--- src/rtl/rau_pkg.sv ---
package rau_pkg;

	localparam int WORD_BITS = 32;
	localparam int CNT_W = $clog2(WORD_BITS + 1);

	localparam logic [2:0] ACT_ADD = 3'd0;
	localparam logic [2:0] ACT_SUB = 3'd1;
	localparam logic [2:0] ACT_MUL = 3'd2;
	localparam logic [2:0] ACT_DIV = 3'd3;
	localparam logic [2:0] ACT_NEG = 3'd4;
	localparam logic [2:0] ACT_REC = 3'd5;
	localparam logic [2:0] ACT_CMP = 3'd6;
	localparam logic [2:0] ACT_NOP = 3'd7; // unused action, plain 0/1 result

	localparam logic [1:0] ERR_OK   = 2'd0;
	localparam logic [1:0] ERR_DIV0 = 2'd1;
	localparam logic [1:0] ERR_UNDEF = 2'd2;

	// datapath commands
	localparam logic [3:0] CMD_NOP      = 4'd0;
	localparam logic [3:0] CMD_LOAD     = 4'd1;
	localparam logic [3:0] CMD_RED_A    = 4'd2;  // start reduction of operand a
	localparam logic [3:0] CMD_RED_B    = 4'd3;
	localparam logic [3:0] CMD_RED_R    = 4'd4;  // start reduction of result
	localparam logic [3:0] CMD_GCD_STEP = 4'd5;  // begin remainder x % y
	localparam logic [3:0] CMD_DIV_BIT  = 4'd6;  // one restoring division bit
	localparam logic [3:0] CMD_REM_DONE = 4'd7;  // rotate x,y <= y,r
	localparam logic [3:0] CMD_QUO_N    = 4'd8;  // start num / g
	localparam logic [3:0] CMD_QUO_D    = 4'd9;  // start den / g
	localparam logic [3:0] CMD_QUO_DONE = 4'd10; // store quotient
	localparam logic [3:0] CMD_MUL1     = 4'd11; // products stage 1
	localparam logic [3:0] CMD_MUL2     = 4'd12; // combine into result
	localparam logic [3:0] CMD_FINISH   = 4'd13;

	typedef struct packed {
		logic [3:0] op;
		logic [1:0] tgt; // 0 a, 1 b, 2 result
	} cmd_t;

	typedef struct packed {
		logic       y_zero;
		logic       g_zero;
		logic       div_done;
		logic       a_num_zero;
		logic       b_num_zero;
		logic [2:0] action;
	} stat_t;

endpackage

--- src/rtl/rau_ctrl.sv ---
module rau_ctrl (
	input  logic            clk,
	input  logic            arst_n,
	input  logic            in_fire,
	output logic            busy,
	output logic            out_load,
	output rau_pkg::cmd_t   cmd,
	input  rau_pkg::stat_t  stat,
	output logic [1:0]      err
);
	localparam logic [3:0] S_IDLE = 4'd0;
	localparam logic [3:0] S_RED  = 4'd1;
	localparam logic [3:0] S_GCD  = 4'd2;
	localparam logic [3:0] S_DIV  = 4'd3;
	localparam logic [3:0] S_REM  = 4'd4;
	localparam logic [3:0] S_QN   = 4'd5;
	localparam logic [3:0] S_QND  = 4'd6;
	localparam logic [3:0] S_QD   = 4'd7;
	localparam logic [3:0] S_QDD  = 4'd8;
	localparam logic [3:0] S_NEXT = 4'd9;
	localparam logic [3:0] S_MUL1 = 4'd10;
	localparam logic [3:0] S_MUL2 = 4'd11;
	localparam logic [3:0] S_FIN  = 4'd12;
	localparam logic [3:0] S_QWN  = 4'd13;
	localparam logic [3:0] S_QWD  = 4'd14;

	logic [3:0] st_q, st_d;
	logic [1:0] tgt_q, tgt_d;
	logic [1:0] err_q, err_d;
	logic [1:0] qdiv_q, qdiv_d; // 0 = gcd pass, 1 = numerator quotient pass, 2 = denominator quotient pass
	logic       a_bad_q, a_bad_d;
	logic       need_b;

	assign need_b = (stat.action <= rau_pkg::ACT_DIV) || (stat.action == rau_pkg::ACT_CMP);

	always_ff @(posedge clk or negedge arst_n) begin
		if (!arst_n) begin
			st_q <= S_IDLE; tgt_q <= '0; err_q <= rau_pkg::ERR_OK;
			qdiv_q <= '0; a_bad_q <= 1'b0;
		end else begin
			st_q <= st_d; tgt_q <= tgt_d; err_q <= err_d;
			qdiv_q <= qdiv_d; a_bad_q <= a_bad_d;
		end
	end

	always_comb begin
		st_d = st_q; tgt_d = tgt_q; err_d = err_q; qdiv_d = qdiv_q; a_bad_d = a_bad_q;
		cmd.op = rau_pkg::CMD_NOP; cmd.tgt = tgt_q;
		out_load = 1'b0;
		case (st_q)
			S_IDLE: if (in_fire) begin
				cmd.op = rau_pkg::CMD_LOAD;
				tgt_d = 2'd0; err_d = rau_pkg::ERR_OK; a_bad_d = 1'b0;
				st_d = S_RED;
			end
			S_RED: begin
				cmd.op = (tgt_q == 2'd0) ? rau_pkg::CMD_RED_A :
				         (tgt_q == 2'd1) ? rau_pkg::CMD_RED_B : rau_pkg::CMD_RED_R;
				st_d = S_GCD;
			end
			// Euclid: loop while y != 0
			S_GCD: begin
				if (stat.y_zero) begin
					if (stat.g_zero) begin
						// 0/0 value
						if (tgt_q == 2'd0) a_bad_d = 1'b1;
						else if (tgt_q == 2'd1) begin
							if (need_b) err_d = rau_pkg::ERR_UNDEF;
						end else err_d = rau_pkg::ERR_UNDEF;
						st_d = S_NEXT;
					end else st_d = S_QN;
				end else begin
					cmd.op = rau_pkg::CMD_GCD_STEP;
					qdiv_d = 2'd0;
					st_d = S_DIV;
				end
			end
			S_DIV: begin
				if (stat.div_done) st_d = (qdiv_q == 2'd0) ? S_REM :
				                          (qdiv_q == 2'd1) ? S_QWN : S_QWD;
				else cmd.op = rau_pkg::CMD_DIV_BIT;
			end
			S_REM: begin
				cmd.op = rau_pkg::CMD_REM_DONE;
				st_d = S_GCD;
			end
			S_QN: begin
				cmd.op = rau_pkg::CMD_QUO_N; qdiv_d = 2'd1; st_d = S_DIV;
			end
			S_QWN: begin
				cmd.op = rau_pkg::CMD_QUO_DONE; st_d = S_QD;
			end
			S_QD: begin
				cmd.op = rau_pkg::CMD_QUO_D; qdiv_d = 2'd2; st_d = S_DIV;
			end
			S_QWD: begin
				cmd.op = rau_pkg::CMD_QUO_DONE; st_d = S_NEXT;
			end
			S_NEXT: begin
				if (tgt_q == 2'd0) begin
					tgt_d = 2'd1; st_d = S_RED;
				end else if (tgt_q == 2'd1) begin
					if (stat.action == rau_pkg::ACT_NOP) st_d = S_FIN;
					else if (a_bad_q || err_q != rau_pkg::ERR_OK) begin
						err_d = rau_pkg::ERR_UNDEF; st_d = S_FIN;
					end else if ((stat.action == rau_pkg::ACT_DIV && stat.b_num_zero) ||
					         (stat.action == rau_pkg::ACT_REC && stat.a_num_zero)) begin
						err_d = rau_pkg::ERR_DIV0; st_d = S_FIN;
					end else st_d = S_MUL1;
				end else st_d = S_FIN;
			end
			S_MUL1: begin
				cmd.op = rau_pkg::CMD_MUL1;
				st_d = (stat.action == rau_pkg::ACT_CMP) ? S_FIN : S_MUL2;
			end
			S_MUL2: begin
				cmd.op = rau_pkg::CMD_MUL2;
				tgt_d = 2'd2; st_d = S_RED;
			end
			S_FIN: begin
				cmd.op = rau_pkg::CMD_FINISH;
				out_load = 1'b1;
				st_d = S_IDLE;
			end
			default: st_d = S_IDLE;
		endcase
	end

	assign busy = (st_q != S_IDLE);
	assign err  = err_q;
endmodule

--- config.mk ---
export PLATFORM = sky130hd
export DESIGN_NAME = rau_ctrl
export DESIGN_NICKNAME = d
export VERILOG_FILES = /design/src/rtl/rau_pkg.sv /design/src/rtl/rau_ctrl.sv
export SDC_FILE = /design/constraint.sdc
export NUM_CORES = 1
export LEC_CHECK = 0
export BUFFER_PORTS_ARGS = -buffer_cell sky130_fd_sc_hd__buf_2
export CORE_ASPECT_RATIO = 0.75
export CORE_MARGIN = 3
export CORE_UTILIZATION = 50
export DETAILED_ROUTE_END_ITERATION = 8
export PLACE_DENSITY = 0.84
export SETUP_SLACK_MARGIN = 0.5
export SLEW_MARGIN = 20
export SYNTH_ARGS = -nofsm -noshare
export SYNTH_HDL_FRONTEND = slang
export SYNTH_SLANG_ARGS = --single-unit
export TNS_END_PERCENT = 10
--- constraint.sdc ---
create_clock -name clk -period 2.8 [get_ports clk]
set_input_delay 0.28 -clock clk [delete_from_list [all_inputs] [get_ports clk]]
set_output_delay 0.28 -clock clk [all_outputs]
set_load 0.02 [all_outputs]
==> results of run 1 <==
-- worst max path at each step --
stage / slack, ps / end / from / depth (start not counted)
after floorplan: 960 / cmd[3] / st_q[0]$_DFFE_PN0P_ / 5
after global placement: 940 / err[0]$_DFFE_PN0P_ / st_q[3]$_DFFE_PN0P_ / 5
after detailed placement: 870 / err[0]$_DFFE_PN0P_ / st_q[3]$_DFFE_PN0P_ / 5
after CTS: 630 / cmd[2] / st_q[3]$_DFFE_PN0P_ / 6
after global routing: 500 / cmd[4] / st_q[0]$_DFFE_PN0P_ / 6
final: 620 / cmd[2] / st_q[2]$_DFFE_PN0P_ / 5
-- where the power goes --
part,leakage [nW],switching [mW],internal [mW]
sequential,0.143,0.134,0.225
combinational,0.336,0.584,0.363
clock,0.0177,0.0673,0.0533
-- state kept, by name, indices dropped and copies added, names as in the netlist --
register  flops
st_q          4
err           2
qdiv_q        2
tgt_q         2
a_bad_q       1
-- Yosys cell counts (all sizes together) --
cell type	count
a222oi	1
a22oi	1
inv	3
nor2b	9
nand4	1
nand3b	2
xor2	1
a311oi	2
dfrtp	11
buf	8
a221oi	1
and3	1
nor3	10
nor2	25
o21ai	9
nand3	1
o31ai	1
nor3b	1
o22ai	3
a21oi	16
nand4b	2
a31oi	2
nand2	18
or3b	1
o2bb2a	1
a22o	2
clkbuf	2
o32ai	1
mux2	1
and3b	1
o31a	1
a211oi	2
or3	2
nand2b	1
-- layout by cell type (no fill, tap or decap), types with 3 or more instances in the layout --
cell type	count
o21ai_0	9
clkbuf_4	3
a21oi_1	16
nor2_1	25
buf_4	3
dfrtp_1	10
inv_1	3
buf_2	20
nor3_1	10
o22ai_1	3
nand2_1	18
nor2b_1	9
-- timing repair --
action,in CTS,in global routing
endpoints found under the hold margin,11,0
setup endpoints to repair,0,3
hold buffers,1,0
gates resized for setup,0,1
-- critical path, stage by stage (launching register included) --
cell	delay (ps)
dfrtp_1	570
inv_1	160
nor2_1	390
a22oi_1	170
a21oi_1	160
buf_2	170
-- cell type report --
class / count / area share (%)
Multi-Input combinational cell: 120 / 57.92
Inverter: 3 / 0.9967
Clock buffer: 3 / 1.993
Timing Repair Buffer: 24 / 11.74
Sequential cell: 11 / 24.47
Tap cell: 22 / 2.436
Clock inverter: 1 / 0.4430
-- logic make-up after synthesis --
family / synth area share, %
simple gates: 37.14
xor+xnor: 0.8874
buf+inv: 5.830
compound gates: 27.12
flops: 27.88
mux: 1.141
-- per-layer routing --
layer / track usage (%) / share of wire [%] / vias up
met1: 37.97 / 43 / 513
li1: - / - / 560
met4: 6.944 / 1.8 / 0
met3: 6.122 / 15 / 13
met5: 0 / 0 / -
met2: 39.41 / 40 / 113
==> qor.yml, run 1 <==
outcome: "finished, final reports clean"
grt_max_degree: 27
drt_first_pass_iters: 5
placed_area_um2: 1091
fmax_mhz: 458.2
fin_nets: 174
instances_no_fill: 184
first_iter_violations: 160
die_w_um: 57.31
utilization_pct: 62.58
place_ws_ps: 872.0
vias: 1199
initial_core_util_pct: 54.68
hold_class: "input pin to async pin"
die_area_um2: 2549
seqCellArea_um2: 276.5
clk_root_buffer_cell: "clkbuf_4"
reg2reg_to: "err[0]$_DFFE_PN0P_"
finalPower_mw: 1.426
cts_setup_buffers: 0
ff2ff_path_depth: 5
rsz0062_at_grt: "no"
clk_latency_ps: 300
cts_sinks: 11
arrival_ps: 1900
ir_drop_v: 0.0007898
synth.distinct_cells: 37
synth_area_um2: 987.2
multi_input_area_um2: 654.4
final-max-slew-violation-count: 0
p_per_area_nw_per_um2: 1262
yosysWarnings: 0
cts_tree: "built"
leakage_nw: 0.4966
diodes: 0
detail_route.wl_per_cell_um: 16.37
avgSynthCellArea_um2: 6.856
die_y_um: 44.48
period_needed_ps: 2183
hold_violations: 0
drive_gt1_share_pct: 19.14
cp_max_fo: 12
synth_area_leaders: "dfrtp_1, nor2_1, a21oi_1, nand2_1, nor2b_1"
fin_crit_sh_pct: 77.95
place.gp.congestion: 1.024
synth_top_cell_area_share_pct: 27.88
post-dp-hpwl_mm: 2.222
io-pin-count: 21
rows: 13
netlist_instances: 144
crit_required_ps: 2520
grt_first_pass_wirelength_mm: 4.940
wirelength_mm: 3.012
postRouteAntennaNets: 0
yosysSeqAreaShare_pct: 27.88
antenna_found_initial: 0
grt_pass1_vias: 1018
setup_slack_ps: 617.4
fillers: 170
tns_ps: 0
reg2reg_slack_ps: 820
setup_violations: 0
final_area_um2: 1130
max_cap_viol_count: 0
groute.usage.overall_pct: 26.24
synthesis.nets: 155
tightest_slew_ps: 439.1
clk_path_buf_depth: 2
cts_max_level: 1
crit_type: "flip-flop to output port"
overflow: 0
cts_buffers: 3
whs_ps: 374.0
maxSlewHeadroom_pct: 70.50
endpoint_kind: "output port"
syn_to_final_growth_pct: 14.45
yosys_register_bits: 11
detail_route.vias_per_cell: 6.516
drc: 0
reg2reg_from: "st_q[0]$_DFFE_PN0P_"
path_clk_slew_ps: 90
yosys.area.top_type: "dfrtp_1"
start_kind: "flip-flop"
core_um2: 1805
dp_cells: 179
place.port_buffers: 20
skew_ps: 14.98
No activity file was read; power rests on OpenSTA's default activity.
==> inputs of run 2 (changes only) <==
--- a/config.mk
+++ b/config.mk
@@ -8,7 +8,7 @@
 export BUFFER_PORTS_ARGS = -buffer_cell sky130_fd_sc_hd__buf_2
 export CORE_ASPECT_RATIO = 0.75
 export CORE_MARGIN = 3
-export CORE_UTILIZATION = 50
+export CORE_UTILIZATION = 48
 export DETAILED_ROUTE_END_ITERATION = 8
 export PLACE_DENSITY = 0.84
 export SETUP_SLACK_MARGIN = 0.5
==> constraint.sdc (replaced) <==
create_clock -name clk -period 2 [get_ports clk]
set_input_delay 0.2 -clock clk [delete_from_list [all_inputs] [get_ports clk]]
set_output_delay 0.2 -clock clk [all_outputs]
set_load 0.02 [all_outputs]
==> qor.yml, run 2 (same netlist as run 1, synthesis figures left out) <==
outcome: "finished, final reports clean"
rows: 13
path_clk_slew_ps: 70
final_cell_mix: "nor2_1, buf_2, buf_4"
vias: 1359
die_y_um: 45.28
ff2ff_path_depth: 4
fin_nets: 191
reg2reg_from: "tgt_q[1]$_DFFE_PN0P_"
groute.usage.overall_pct: 28.55
final-max-slew-violation-count: 0
wirelength_mm: 3.810
arrival_ps: 1960
setup_slack_ps: 183.5
post-dp-hpwl_mm: 2.270
die_area_um2: 2642
clk_root_buffer_cell: "clkbuf_4"
reg2reg_slack_ps: 180
cp_max_fo: 9
leakage_nw: 0.5977
clk_path_buf_depth: 2
detail_route.wl_per_cell_um: 18.96
drc: 0
cts_sinks: 11
hold_class: "input pin to async pin"
die_w_um: 58.37
initial_core_util_pct: 53.71
drt_first_pass_iters: 7
antenna_found_initial: 0
reg2reg_to: "err[0]$_DFFE_PN0P_"
postRouteAntennaNets: 0
tightest_slew_ps: 425.9
maxSlewHeadroom_pct: 71.50
drive_gt1_share_pct: 39.66
clk_latency_ps: 270
place_ws_ps: 176.9
hold_violations: 0
crit_path_cell_trace: "nand3b_1, o31a_1, nor3_2, mux2_2"
fin_crit_sh_pct: 90.82
endpoint_kind: "flip-flop"
rsz0062_at_grt: "yes"
grt_max_degree: 25
tns_ps: 0
cts_max_level: 1
max_stage_delay_ps: 480
syn_to_final_growth_pct: 37.52
p_per_area_nw_per_um2: 1877
overflow: 0
cts_buffers: 3
io-pin-count: 21
crit_slowest_cell: "dfrtp_2"
period_needed_ps: 1816
diodes: 0
grt_pass1_vias: 1171
ir_drop_v: 0.001308
place.port_buffers: 20
max_cap_viol_count: 0
start_kind: "flip-flop"
skew_ps: 2.736
fmax_mhz: 550.5
core_um2: 1838
largest_register_ffs: 4
layout_commonest_cell: "nor2_1"
top_register: "st_q"
crit_required_ps: 2140
grt_first_pass_wirelength_mm: 5.664
place.gp.congestion: 0.8839
detail_route.vias_per_cell: 6.761
setup_violations: 0
cts_tree: "built"
first_iter_violations: 114
crit_type: "flip-flop to flip-flop"
==> run 2: cell count changes in the layout (fill, tap and decap cells not counted), moves of 4 or more <==
cell / previous run / this run
dfrtp_2: 1 / 7
nor2_1: 25 / 21
buf_4: 3 / 19
dfrtp_1: 10 / 4
o21ai_1: 0 / 4
o21ai_0: 9 / 5
==> run 2: worst max path at each step <==
stage | from | end | slack (ps) | cells past startpoint
after floorplan | err[0]$_DFFE_PN0P_ | st_q[2]$_DFFE_PN0P_ | 380 | 4
after global placement | st_q[3]$_DFFE_PN0P_ | err[0]$_DFFE_PN0P_ | 270 | 4
after detailed placement | st_q[3]$_DFFE_PN0P_ | st_q[1]$_DFFE_PN0P_ | 180 | 5
after CTS | st_q[0]$_DFFE_PN0P_ | cmd[4] | 290 | 6
after global routing | st_q[2]$_DFFE_PN0P_ | st_q[1]$_DFFE_PN0P_ | 120 | 7
final | tgt_q[1]$_DFFE_PN0P_ | err[0]$_DFFE_PN0P_ | 180 | 4
==> run 2: repair_timing <==
item	4_1_cts	5_1_grt
buffers inserted	8	2
hold buffers	1	0
endpoints found under the hold margin	11	0
gates resized for setup	19	15
endpoints found under the setup margin	13	14
pin swaps	5	4
gates cloned	0	0
==> run 2: layer usage <==
layer	routed length [µm]	part of all wire (%)	global-route usage [%]	up-vias
li1	-	-	-	591
met1	1510	40	41.08	601
met2	1549	41	42.09	135
met3	544	14	4.571	32
met4	206	5.4	12.50	0
met5	0	0	0	-
==> run 2: critical path: cells and delay by family (launching register included) <==
family | cells | cell delay (ps)
simple gates | 2 | 490
flops | 1 | 480
mux | 1 | 400
compound gates | 1 | 330
==> run 2: stage by stage <==
stage               hold slack (ps)  power, mW  instances  instance area (µm²)  util [%]
CTS                           285.7      2.305        199                 1300     70.73
floorplan                    -95.59      1.483        144                 1001         -
global route                  311.9      2.682        201                 1358     73.86
global placement              78.31      1.880        186                 1156     62.90
finish                        327.0      2.548        201                 1358     73.86
detailed placement            78.49      1.922        186                 1156     62.90
==> run 2: area by class of cell <==
cell class / instances / area [µm²]
Inverter: 3 / 11.26
Multi-Input combinational cell: 120 / 729.5
Fill cell: 146 / 480.5
Clock buffer: 4 / 26.28
Sequential cell: 11 / 284.0
Tap cell: 22 / 27.53
Timing Repair Buffer: 41 / 279.0
==> run 2: power breakdown <==
part / internal, mW / total (mW) / switching (mW)
Combinational: 0.818 / 1.91 / 1.09
Sequential: 0.325 / 0.487 / 0.162
Clock: 0.0772 / 0.148 / 0.0709
